<file path="src/ddc_pkg.sv">
// Shared types and constants for the doorway direction counter.
// Depends on nothing; every other file imports it.
`timescale 1ns / 1ps
`default_nettype none

package ddc_pkg;

	localparam int unsigned SLOT_PORTS   = 3;
	localparam int unsigned TARGET_SLOTS = 3;

	localparam int unsigned POS_W   = 15;
	localparam int unsigned THR_W   = 15;
	localparam int unsigned MISS_W  = 8;
	localparam int unsigned CNT_W   = 16;
	localparam int unsigned CFG_IW  = 3;
	localparam int unsigned CFG_DW  = 15;

	// configuration register indexes
	localparam logic [CFG_IW-1:0] CFG_AREA_MIN_X = 3'd0;
	localparam logic [CFG_IW-1:0] CFG_AREA_MAX_X = 3'd1;
	localparam logic [CFG_IW-1:0] CFG_AREA_MIN_Y = 3'd2;
	localparam logic [CFG_IW-1:0] CFG_AREA_MAX_Y = 3'd3;
	localparam logic [CFG_IW-1:0] CFG_TRAVEL_THR = 3'd4;
	localparam logic [CFG_IW-1:0] CFG_MISS_LIMIT = 3'd5;

	// reset values
	localparam logic signed [POS_W-1:0] RST_AREA_MIN = -15'sd16384;
	localparam logic signed [POS_W-1:0] RST_AREA_MAX = 15'sd16383;
	localparam logic [THR_W-1:0]        RST_TRAVEL   = 15'd1000;
	localparam logic [MISS_W-1:0]       RST_MISS_LIM = 8'd5;

	localparam logic [MISS_W-1:0]       MISS_MAX = 8'd255;
	localparam logic signed [CNT_W-1:0] OCC_MAX  = 16'sh7FFF;
	localparam logic signed [CNT_W-1:0] OCC_MIN  = 16'sh8000;
	localparam logic [CNT_W-1:0]        TOT_MAX  = 16'hFFFF;

	typedef struct packed {
		logic signed [POS_W-1:0] min_x;
		logic signed [POS_W-1:0] max_x;
		logic signed [POS_W-1:0] min_y;
		logic signed [POS_W-1:0] max_y;
		logic [THR_W-1:0]        travel;
		logic [MISS_W-1:0]       miss_limit;
	} cfg_t;

	typedef struct packed {
		logic                    valid;
		logic signed [POS_W-1:0] x;
		logic signed [POS_W-1:0] y;
	} slot_in_t;

	// one crossing report from a slot tracker
	typedef struct packed {
		logic hit;
		logic up;
	} slot_evt_t;

	// step controls shared by the trackers and the tally
	typedef struct packed {
		logic adv;
		logic clr;
	} step_ctl_t;

endpackage

`default_nettype wire

</file>
<file path="src/doorway_direction_counter.sv">
// Doorway direction counter top level: input register, slot trackers, tally.
// Depends on ddc_pkg, ddc_regs, ddc_slot and ddc_tally.
`timescale 1ns / 1ps
`default_nettype none

// One radar frame word in, one count word out, one frame per clock sustained
// while the output side does not stall. An accepted frame is held in the
// input register; once the result register is free or emptying, the slot
// trackers and the tally work on it and the updated counters land in the
// result register. The input register refills while a finished result
// waits, so a stall on the output side only stops intake once both registers
// are full. Slots are tracked in parallel; crossings found in one frame reach
// the counters in slot order, each saturating on its own. A clear word (cmd
// high) zeroes the counters and all slot state and returns the zeroed
// counters. Configuration writes are always taken (cfg_ready is tied high);
// indexes beyond the miss limit register are dropped.
module doorway_direction_counter #(
	parameter int unsigned TARGET_SLOTS = ddc_pkg::TARGET_SLOTS
) (
	input  wire                              clk,
	input  wire                              arst_n,

	input  wire                              cfg_valid,
	output logic                             cfg_ready,
	input  wire [ddc_pkg::CFG_IW-1:0]        cfg_index,
	input  wire [ddc_pkg::CFG_DW-1:0]        cfg_data,

	input  wire                              in_valid,
	output logic                             in_ready,
	input  wire                              cmd,
	input  wire                              valid_0,
	input  wire signed [ddc_pkg::POS_W-1:0]  pos_x_0,
	input  wire signed [ddc_pkg::POS_W-1:0]  pos_y_0,
	input  wire                              valid_1,
	input  wire signed [ddc_pkg::POS_W-1:0]  pos_x_1,
	input  wire signed [ddc_pkg::POS_W-1:0]  pos_y_1,
	input  wire                              valid_2,
	input  wire signed [ddc_pkg::POS_W-1:0]  pos_x_2,
	input  wire signed [ddc_pkg::POS_W-1:0]  pos_y_2,

	output logic                             out_valid,
	input  wire                              out_ready,
	output logic signed [ddc_pkg::CNT_W-1:0] occupancy,
	output logic [ddc_pkg::CNT_W-1:0]        entry_total,
	output logic [ddc_pkg::CNT_W-1:0]        exit_total,
	output logic                             crossed
);
	import ddc_pkg::*;

	cfg_t       cfg;
	slot_in_t   in_slot  [SLOT_PORTS];
	slot_in_t   frame_s1 [TARGET_SLOTS];
	logic       cmd_s1;
	logic       valid_s1;
	logic       out_valid_q;
	logic       take;
	logic       fire;
	step_ctl_t  ctl;
	slot_evt_t  evt [TARGET_SLOTS];

	assign cfg_ready = 1'b1;

	ddc_regs u_regs (
		.clk      (clk),
		.arst_n   (arst_n),
		.wr_en    (cfg_valid && cfg_ready),
		.wr_index (cfg_index),
		.wr_data  (cfg_data),
		.cfg      (cfg)
	);

	assign in_slot[0] = '{valid: valid_0, x: pos_x_0, y: pos_y_0};
	assign in_slot[1] = '{valid: valid_1, x: pos_x_1, y: pos_y_1};
	assign in_slot[2] = '{valid: valid_2, x: pos_x_2, y: pos_y_2};

	// advance the held frame whenever the result register is free or emptying
	assign fire     = valid_s1 && (!out_valid_q || out_ready);
	assign in_ready = !valid_s1 || fire;
	assign take     = in_valid && in_ready;

	always_ff @(posedge clk or negedge arst_n) begin
		if (!arst_n) begin
			valid_s1    <= 1'b0;
			out_valid_q <= 1'b0;
		end else begin
			if (take)      valid_s1 <= 1'b1;
			else if (fire) valid_s1 <= 1'b0;
			if (fire)           out_valid_q <= 1'b1;
			else if (out_ready) out_valid_q <= 1'b0;
		end
	end

	// frame payload: no reset needed
	always_ff @(posedge clk) begin
		if (take) begin
			cmd_s1 <= cmd;
			for (int i = 0; i < TARGET_SLOTS; i++) frame_s1[i] <= in_slot[i];
		end
	end

	assign ctl.adv = fire && !cmd_s1;
	assign ctl.clr = fire && cmd_s1;

	for (genvar g = 0; g < TARGET_SLOTS; g++) begin : g_slot
		ddc_slot u_slot (
			.clk    (clk),
			.arst_n (arst_n),
			.ctl    (ctl),
			.cfg    (cfg),
			.tgt    (frame_s1[g]),
			.evt    (evt[g])
		);
	end

	ddc_tally #(
		.TARGET_SLOTS (TARGET_SLOTS)
	) u_tally (
		.clk         (clk),
		.arst_n      (arst_n),
		.ctl         (ctl),
		.evt         (evt),
		.occupancy   (occupancy),
		.entry_total (entry_total),
		.exit_total  (exit_total),
		.crossed     (crossed)
	);

	assign out_valid = out_valid_q;

	// a processed frame always leaves a result behind
	a_fire_gives_result: assert property (@(posedge clk) disable iff (!arst_n)
		fire |=> out_valid)
		else $error("processed frame produced no result");

	// a clear word returns zeroed counters
	a_clear_zeroes: assert property (@(posedge clk) disable iff (!arst_n)
		ctl.clr |=> (entry_total == '0) && (exit_total == '0)
			&& (occupancy == '0) && !crossed)
		else $error("clear left counters nonzero");

	// totals never drop on a normal frame
	a_totals_grow: assert property (@(posedge clk) disable iff (!arst_n)
		ctl.adv |=> (entry_total >= $past(entry_total))
			&& (exit_total >= $past(exit_total)))
		else $error("total decreased without clear");

	// counters stay put while no frame is processed
	a_hold_idle: assert property (@(posedge clk) disable iff (!arst_n)
		!fire |=> $stable(occupancy) && $stable(entry_total) && $stable(exit_total))
		else $error("counters moved without a frame");

endmodule

`default_nettype wire

</file>
<file path="src/ddc_regs.sv">
// Configuration register file for the doorway direction counter.
// Depends on ddc_pkg.
`timescale 1ns / 1ps
`default_nettype none

module ddc_regs (
	input  wire                        clk,
	input  wire                        arst_n,
	input  wire                        wr_en,
	input  wire [ddc_pkg::CFG_IW-1:0]  wr_index,
	input  wire [ddc_pkg::CFG_DW-1:0]  wr_data,
	output ddc_pkg::cfg_t              cfg
);
	import ddc_pkg::*;

	cfg_t cfg_q;

	always_ff @(posedge clk or negedge arst_n) begin
		if (!arst_n) begin
			cfg_q.min_x      <= RST_AREA_MIN;
			cfg_q.max_x      <= RST_AREA_MAX;
			cfg_q.min_y      <= RST_AREA_MIN;
			cfg_q.max_y      <= RST_AREA_MAX;
			cfg_q.travel     <= RST_TRAVEL;
			cfg_q.miss_limit <= RST_MISS_LIM;
		end else if (wr_en) begin
			unique case (wr_index)
				CFG_AREA_MIN_X: cfg_q.min_x      <= wr_data;
				CFG_AREA_MAX_X: cfg_q.max_x      <= wr_data;
				CFG_AREA_MIN_Y: cfg_q.min_y      <= wr_data;
				CFG_AREA_MAX_Y: cfg_q.max_y      <= wr_data;
				CFG_TRAVEL_THR: cfg_q.travel     <= wr_data;
				CFG_MISS_LIMIT: cfg_q.miss_limit <= wr_data[MISS_W-1:0];
				default: ;
			endcase
		end
	end

	assign cfg = cfg_q;

endmodule

`default_nettype wire

</file>
<file path="src/ddc_slot.sv">
// One target slot tracker: area test, displacement check, miss counting.
// Depends on ddc_pkg.
`timescale 1ns / 1ps
`default_nettype none

module ddc_slot (
	input  wire                  clk,
	input  wire                  arst_n,
	input  ddc_pkg::step_ctl_t   ctl,
	input  ddc_pkg::cfg_t        cfg,
	input  ddc_pkg::slot_in_t    tgt,
	output ddc_pkg::slot_evt_t   evt
);
	import ddc_pkg::*;

	logic                    active_q;
	logic                    counted_q;
	logic signed [POS_W-1:0] start_x_q;
	logic [MISS_W-1:0]       miss_q;

	logic                    in_box;
	logic signed [POS_W:0]   dx;
	logic [POS_W:0]          mag;
	logic                    far;
	logic [MISS_W-1:0]       miss_inc;

	always_comb begin
		in_box = tgt.valid && (tgt.x >= cfg.min_x) && (tgt.x <= cfg.max_x)
			&& (tgt.y >= cfg.min_y) && (tgt.y <= cfg.max_y);
		dx  = {tgt.x[POS_W-1], tgt.x} - {start_x_q[POS_W-1], start_x_q};
		mag = dx[POS_W] ? (~dx + 1'b1) : dx;
		far = mag >= {1'b0, cfg.travel};
		miss_inc = (miss_q == MISS_MAX) ? miss_q : miss_q + 1'b1;
		evt.hit = in_box && active_q && !counted_q && far;
		evt.up  = !dx[POS_W] && (dx != '0);
	end

	always_ff @(posedge clk or negedge arst_n) begin
		if (!arst_n) begin
			active_q  <= 1'b0;
			counted_q <= 1'b0;
			start_x_q <= '0;
			miss_q    <= '0;
		end else if (ctl.clr) begin
			active_q  <= 1'b0;
			counted_q <= 1'b0;
			start_x_q <= '0;
			miss_q    <= '0;
		end else if (ctl.adv) begin
			if (in_box) begin
				if (!active_q) begin
					active_q  <= 1'b1;
					counted_q <= 1'b0;
					start_x_q <= tgt.x;
					miss_q    <= '0;
				end else if (!counted_q) begin
					miss_q <= '0;
					if (far) counted_q <= 1'b1;
				end
			end else if (active_q) begin
				miss_q <= miss_inc;
				if (miss_inc >= cfg.miss_limit) active_q <= 1'b0;
			end
		end
	end

endmodule

`default_nettype wire

</file>
<file path="src/ddc_tally.sv">
// Saturating occupancy, entry and exit counters; doubles as the result register.
// Depends on ddc_pkg.
`timescale 1ns / 1ps
`default_nettype none

module ddc_tally #(
	parameter int unsigned TARGET_SLOTS = ddc_pkg::TARGET_SLOTS
) (
	input  wire                           clk,
	input  wire                           arst_n,
	input  ddc_pkg::step_ctl_t            ctl,
	input  ddc_pkg::slot_evt_t            evt [TARGET_SLOTS],
	output logic signed [ddc_pkg::CNT_W-1:0] occupancy,
	output logic [ddc_pkg::CNT_W-1:0]     entry_total,
	output logic [ddc_pkg::CNT_W-1:0]     exit_total,
	output logic                          crossed
);
	import ddc_pkg::*;

	logic signed [CNT_W-1:0] occ_q;
	logic [CNT_W-1:0]        ent_q;
	logic [CNT_W-1:0]        ext_q;
	logic                    chg_q;

	logic signed [CNT_W-1:0] occ_d;
	logic [CNT_W-1:0]        ent_d;
	logic [CNT_W-1:0]        ext_d;
	logic                    chg_d;

	// apply slot crossings in slot order so saturation matches step by step
	always_comb begin
		occ_d = occ_q;
		ent_d = ent_q;
		ext_d = ext_q;
		chg_d = 1'b0;
		for (int i = 0; i < TARGET_SLOTS; i++) begin
			if (evt[i].hit) begin
				chg_d = 1'b1;
				if (evt[i].up) begin
					if (occ_d != OCC_MAX) occ_d = occ_d + 16'sd1;
					if (ent_d != TOT_MAX) ent_d = ent_d + 1'b1;
				end else begin
					if (occ_d != OCC_MIN) occ_d = occ_d - 16'sd1;
					if (ext_d != TOT_MAX) ext_d = ext_d + 1'b1;
				end
			end
		end
	end

	always_ff @(posedge clk or negedge arst_n) begin
		if (!arst_n) begin
			occ_q <= '0;
			ent_q <= '0;
			ext_q <= '0;
			chg_q <= 1'b0;
		end else if (ctl.clr) begin
			occ_q <= '0;
			ent_q <= '0;
			ext_q <= '0;
			chg_q <= 1'b0;
		end else if (ctl.adv) begin
			occ_q <= occ_d;
			ent_q <= ent_d;
			ext_q <= ext_d;
			chg_q <= chg_d;
		end
	end

	assign occupancy   = occ_q;
	assign entry_total = ent_q;
	assign exit_total  = ext_q;
	assign crossed     = chg_q;

endmodule

`default_nettype wire

</file>
<file path="config.mk">
export PLATFORM = sky130hd
export DESIGN_NAME = doorway_direction_counter
export DESIGN_NICKNAME = d
export VERILOG_FILES = /design/src/ddc_pkg.sv /design/src/doorway_direction_counter.sv /design/src/ddc_regs.sv /design/src/ddc_slot.sv /design/src/ddc_tally.sv
export SDC_FILE = /design/constraint.sdc
export NUM_CORES = 1
export LEC_CHECK = 0
export BUFFER_PORTS_ARGS = -buffer_cell sky130_fd_sc_hd__buf_2
export CAP_MARGIN = 20
export CORE_MARGIN = 2
export CORE_UTILIZATION = 40
export DETAILED_ROUTE_END_ITERATION = 8
export GPL_ROUTABILITY_DRIVEN = 0
export PLACE_DENSITY = 0.57
export RECOVER_POWER = 100
export SYNTH_ARGS = -nofsm -noshare
export SYNTH_HDL_FRONTEND = slang
export SYNTH_SLANG_ARGS = --single-unit
</file>
<file path="constraint.sdc">
create_clock -name clk -period 9.8 [get_ports clk]
set_input_delay 1.96 -clock clk [delete_from_list [all_inputs] [get_ports clk]]
set_output_delay 1.96 -clock clk [all_outputs]
set_load 0.03 [all_outputs]
</file>
==> results.json <==
{
  "cts_buffers": 39,
  "dieArea_sq_um": 69400,
  "leakagePower_nw": 12.32,
  "period_share_pct": 94.10,
  "synth_edf_count": 94,
  "place_hpwl_mm": 68.07,
  "slew_headroom_pct": -169.7,
  "dr.pass1.iters": 6,
  "ant_nets": 0,
  "htree_num_levels": 2,
  "via_per_inst": 5.991,
  "ys_warn_count": 0,
  "vias": 24990,
  "die_w_um": 263.4,
  "grt.busiest_layer": "met2",
  "synthCells": 3125,
  "grt_max_degree": 80,
  "antenna_found_initial": 1,
  "p_per_area_nw_per_um2": 190.3,
  "clk_path_buf_depth": 3,
  "row_count": 95,
  "violations": "capacitance limit, slew limit",
  "min_from": "g_slot[1].u_slot.start_x_q[4]",
  "cts_tree": "done",
  "initial_core_util_pct": 40.23,
  "worst_pin_slew_ns": 4.045,
  "reg2reg_depth": 36,
  "synth-seq-area-share_pct": 30.09,
  "grt_pass1_wl_mm": 136.9,
  "synth_seq_cells": 303,
  "wl_per_cell_um": 21.16,
  "wl_mm": 88.26,
  "status": "finished, violations left",
  "ctsRootBufferMaster": "clkbuf_16",
  "r2r_start": "frame_s1[0][15]",
  "reg2reg_to": "u_tally.occupancy[13]",
  "grt_use_met2_pct": 41.72,
  "post_synth.cell_area_avg_sq_um": 8.615,
  "hold_path_end": "g_slot[1].u_slot.start_x_q[4]",
  "finalCriticalPeriod_ns": 9.222,
  "numClockSinks": 303,
  "area_delta_synth_final_pct": 11.46,
  "critPathLaunchType": "register",
  "fin_skew_ns": 0.03143,
  "port_buffers": 167,
  "stdcell_count": 4172,
  "ff2ff_setup_slack_ns": 0.58,
  "drt_iter0_drc": 2201,
  "clkTransAtPathRegs_ns": 0.06,
  "cpPeakStageDelay_ns": 0.65,
  "required_ns": 10.27,
  "nets": 3702,
  "vdd_drop_max_uv": 150.1,
  "grt_use_met3_pct": 3.620,
  "gr-usage-all-layers_pct": 24.77,
  "n_fill_cell": 6615,
  "dpl.cell_count": 4091,
  "synthDistinctLibCells": 119,
  "end_kind": "register",
  "worst-path-max-fanout": 23,
  "cpMostUsedCell": "ha_1",
  "grt_pass1_vias": 24320,
  "regArea_sq_um": 8100,
  "hp-class": "reg -> reg",
  "fmax_ghz": 0.1084,
  "drv_slew": 332,
  "overflow": 0,
  "met1_usage_pct": 32.32,
  "synthArstFlopShare_pct": 68.98,
  "syn_nets": 3560,
  "min_path_cells": 2,
  "synthTopCellsByArea": "dfrtp_1 (16%), ha_1 (15%), edfxtp_1 (10%)",
  "synth_ff_type": "dfrtp_1",
  "crit_type": "reg -> reg",
  "synth_top_area_share_pct": 15.89,
  "totalPowerFinal_mw": 5.710,
  "fp.coreArea_sq_um": 66920,
  "crit_arrival_ns": 9.69,
  "finalSetupViolations": 0,
  "cap_violations": 6,
  "worstSkewPairLatency_ns": 0.59,
  "drive_above_1_share_pct": 11.07,
  "synth_area_leader_cell": "dfrtp_1",
  "finalHoldViolCount": 0,
  "netlist_area_sq_um": 26920,
  "slowest_stage": "or4b_4",
  "die_h_um": 263.4,
  "pin_count": 169,
  "ctsHoldBuffers": 0,
  "multi_input_area_sq_um": 17630,
  "route.detailed.drc": 0
}
-- final cells by class --
cell class / count / area share, %
Antenna cell: 1 / 0.008339
Tap cell: 873 / 3.640
Clock inverter: 20 / 0.7964
Clock buffer: 52 / 3.615
Inverter: 216 / 2.702
Timing Repair Buffer: 215 / 3.490
Multi-Input combinational cell: 2492 / 58.75
Sequential cell: 303 / 26.99
-- synth_stat cells, drive strengths merged (39+ instances only) --
library cell,n
clkbuf,91
xnor2,98
dfrtp,171
nor2b,42
nand4,61
o21ai,257
nand2b,45
edfxtp,94
a31oi,40
mux2,43
nor3,82
ha,315
a211oi,39
o21a,57
and3,41
nor2,171
nand2,319
nand3,150
xor2,51
a21o,55
a21oi,132
inv,216
-- kinds of logic after synthesis --
logic type / Yosys count / share of synthesized area (%)
adder cells (fa/ha/maj): 318 / 14.86
multiplexers: 67 / 2.705
XOR/XNOR: 149 / 4.903
AO/OA/AOI/OAI: 842 / 21.05
AND/OR/NAND/NOR: 1115 / 21.54
other: 1 / 0.01393
flip-flops: 303 / 30.09
buffers and inverters: 330 / 4.838
-- sequential cells by signal, indices dropped and copies added (netlist names) --
signal	cells
g_slot.u_slot.active_q	3
u_regs.cfg	83
g_slot.u_slot.miss_q	24
out_valid	1
frame_s1	93
g_slot.u_slot.start_x_q	45
u_tally.crossed	1
u_tally.entry_total	16
cmd_s1	1
g_slot.u_slot.counted_q	3
valid_s1	1
u_tally.occupancy	16
u_tally.exit_total	16
-- power by group --
group          internal, mW  total, mW  switching (mW)
sequential             1.51       1.63           0.118
combinational          1.02       2.59            1.58
clock                 0.870       1.49           0.620
-- layer usage --
layer	share of wire, %	vias to the layer above
li1	-	11880
met1	44	12060
met2	46	864
met3	6.2	188
met4	3.7	2
met5	0.011	-
-- metrics by stage --
step	hold slack, ns	setup TNS, ns	util [%]	instance area [sq um]	setup slack, ns
6_report	0.4828	0	44.84	30010	0.5782
5_1_grt	0.5157	-0.03608	44.84	30010	-0.03395
4_1_cts	0.4872	0	44.91	30060	0.2461
3_5_place_dp	0.4743	0	42.93	28730	0.2754
3_3_place_gp	0.4625	0	42.93	28730	0.5647
2_1_floorplan	0.4498	0	-	26920	0.9108
-- timing repair --
action | 4_1_cts | 5_1_grt
gates resized for setup | 0 | 17
endpoints found under the setup margin | 0 | 46
buffers inserted | 0 | 4
-- placed cells by master, fill, tap and decap left out, types with 24 or more instances in the layout --
cell and count:
nor2b_1 40, a21oi_1 129, mux2_2 43, nand4_1 59, a211oi_1 35, nand2b_1 45, and3_1 40, nand2_1 316
o21a_1 57, and2_1 31, nor3_1 80, o31ai_1 27, nor4_1 29, clkbuf_1 98, buf_2 90, nor2_1 168
dfstp_2 38, or3_1 24, xnor2_1 93, edfxtp_1 94, clkbuf_16 39, inv_1 214, nand3_1 148, a31oi_1 39
o21ai_0 240, dfrtp_1 171, buf_4 32, xor2_1 50, ha_1 314, a21o_1 55
-- how the worst max path moves through the flow --
stage	from	endpoint	slack (ns)
finish	frame_s1[0][15]	u_tally.occupancy[13]	0.58
global route	frame_s1[0][15]	u_tally.occupancy[11]	-0.03
CTS	frame_s1[0][15]	u_tally.occupancy[12]	0.25
detailed placement	frame_s1[0][15]	u_tally.occupancy[12]	0.28
global placement	frame_s1[0][15]	u_tally.occupancy[8]	0.56
floorplan	frame_s1[0][15]	u_tally.occupancy[8]	0.91
-- critical path: cells and delay by family, from the launching register on --
kind / cells / cell delay (ns)
adder cells (fa/ha/maj): 5 / 1.38
flip-flops: 1 / 0.34
AO/OA/AOI/OAI: 16 / 3.60
buffers and inverters: 5 / 0.80
AND/OR/NAND/NOR: 7 / 2.23
XOR/XNOR: 3 / 0.73
Power figures use the tool's default switching activity.
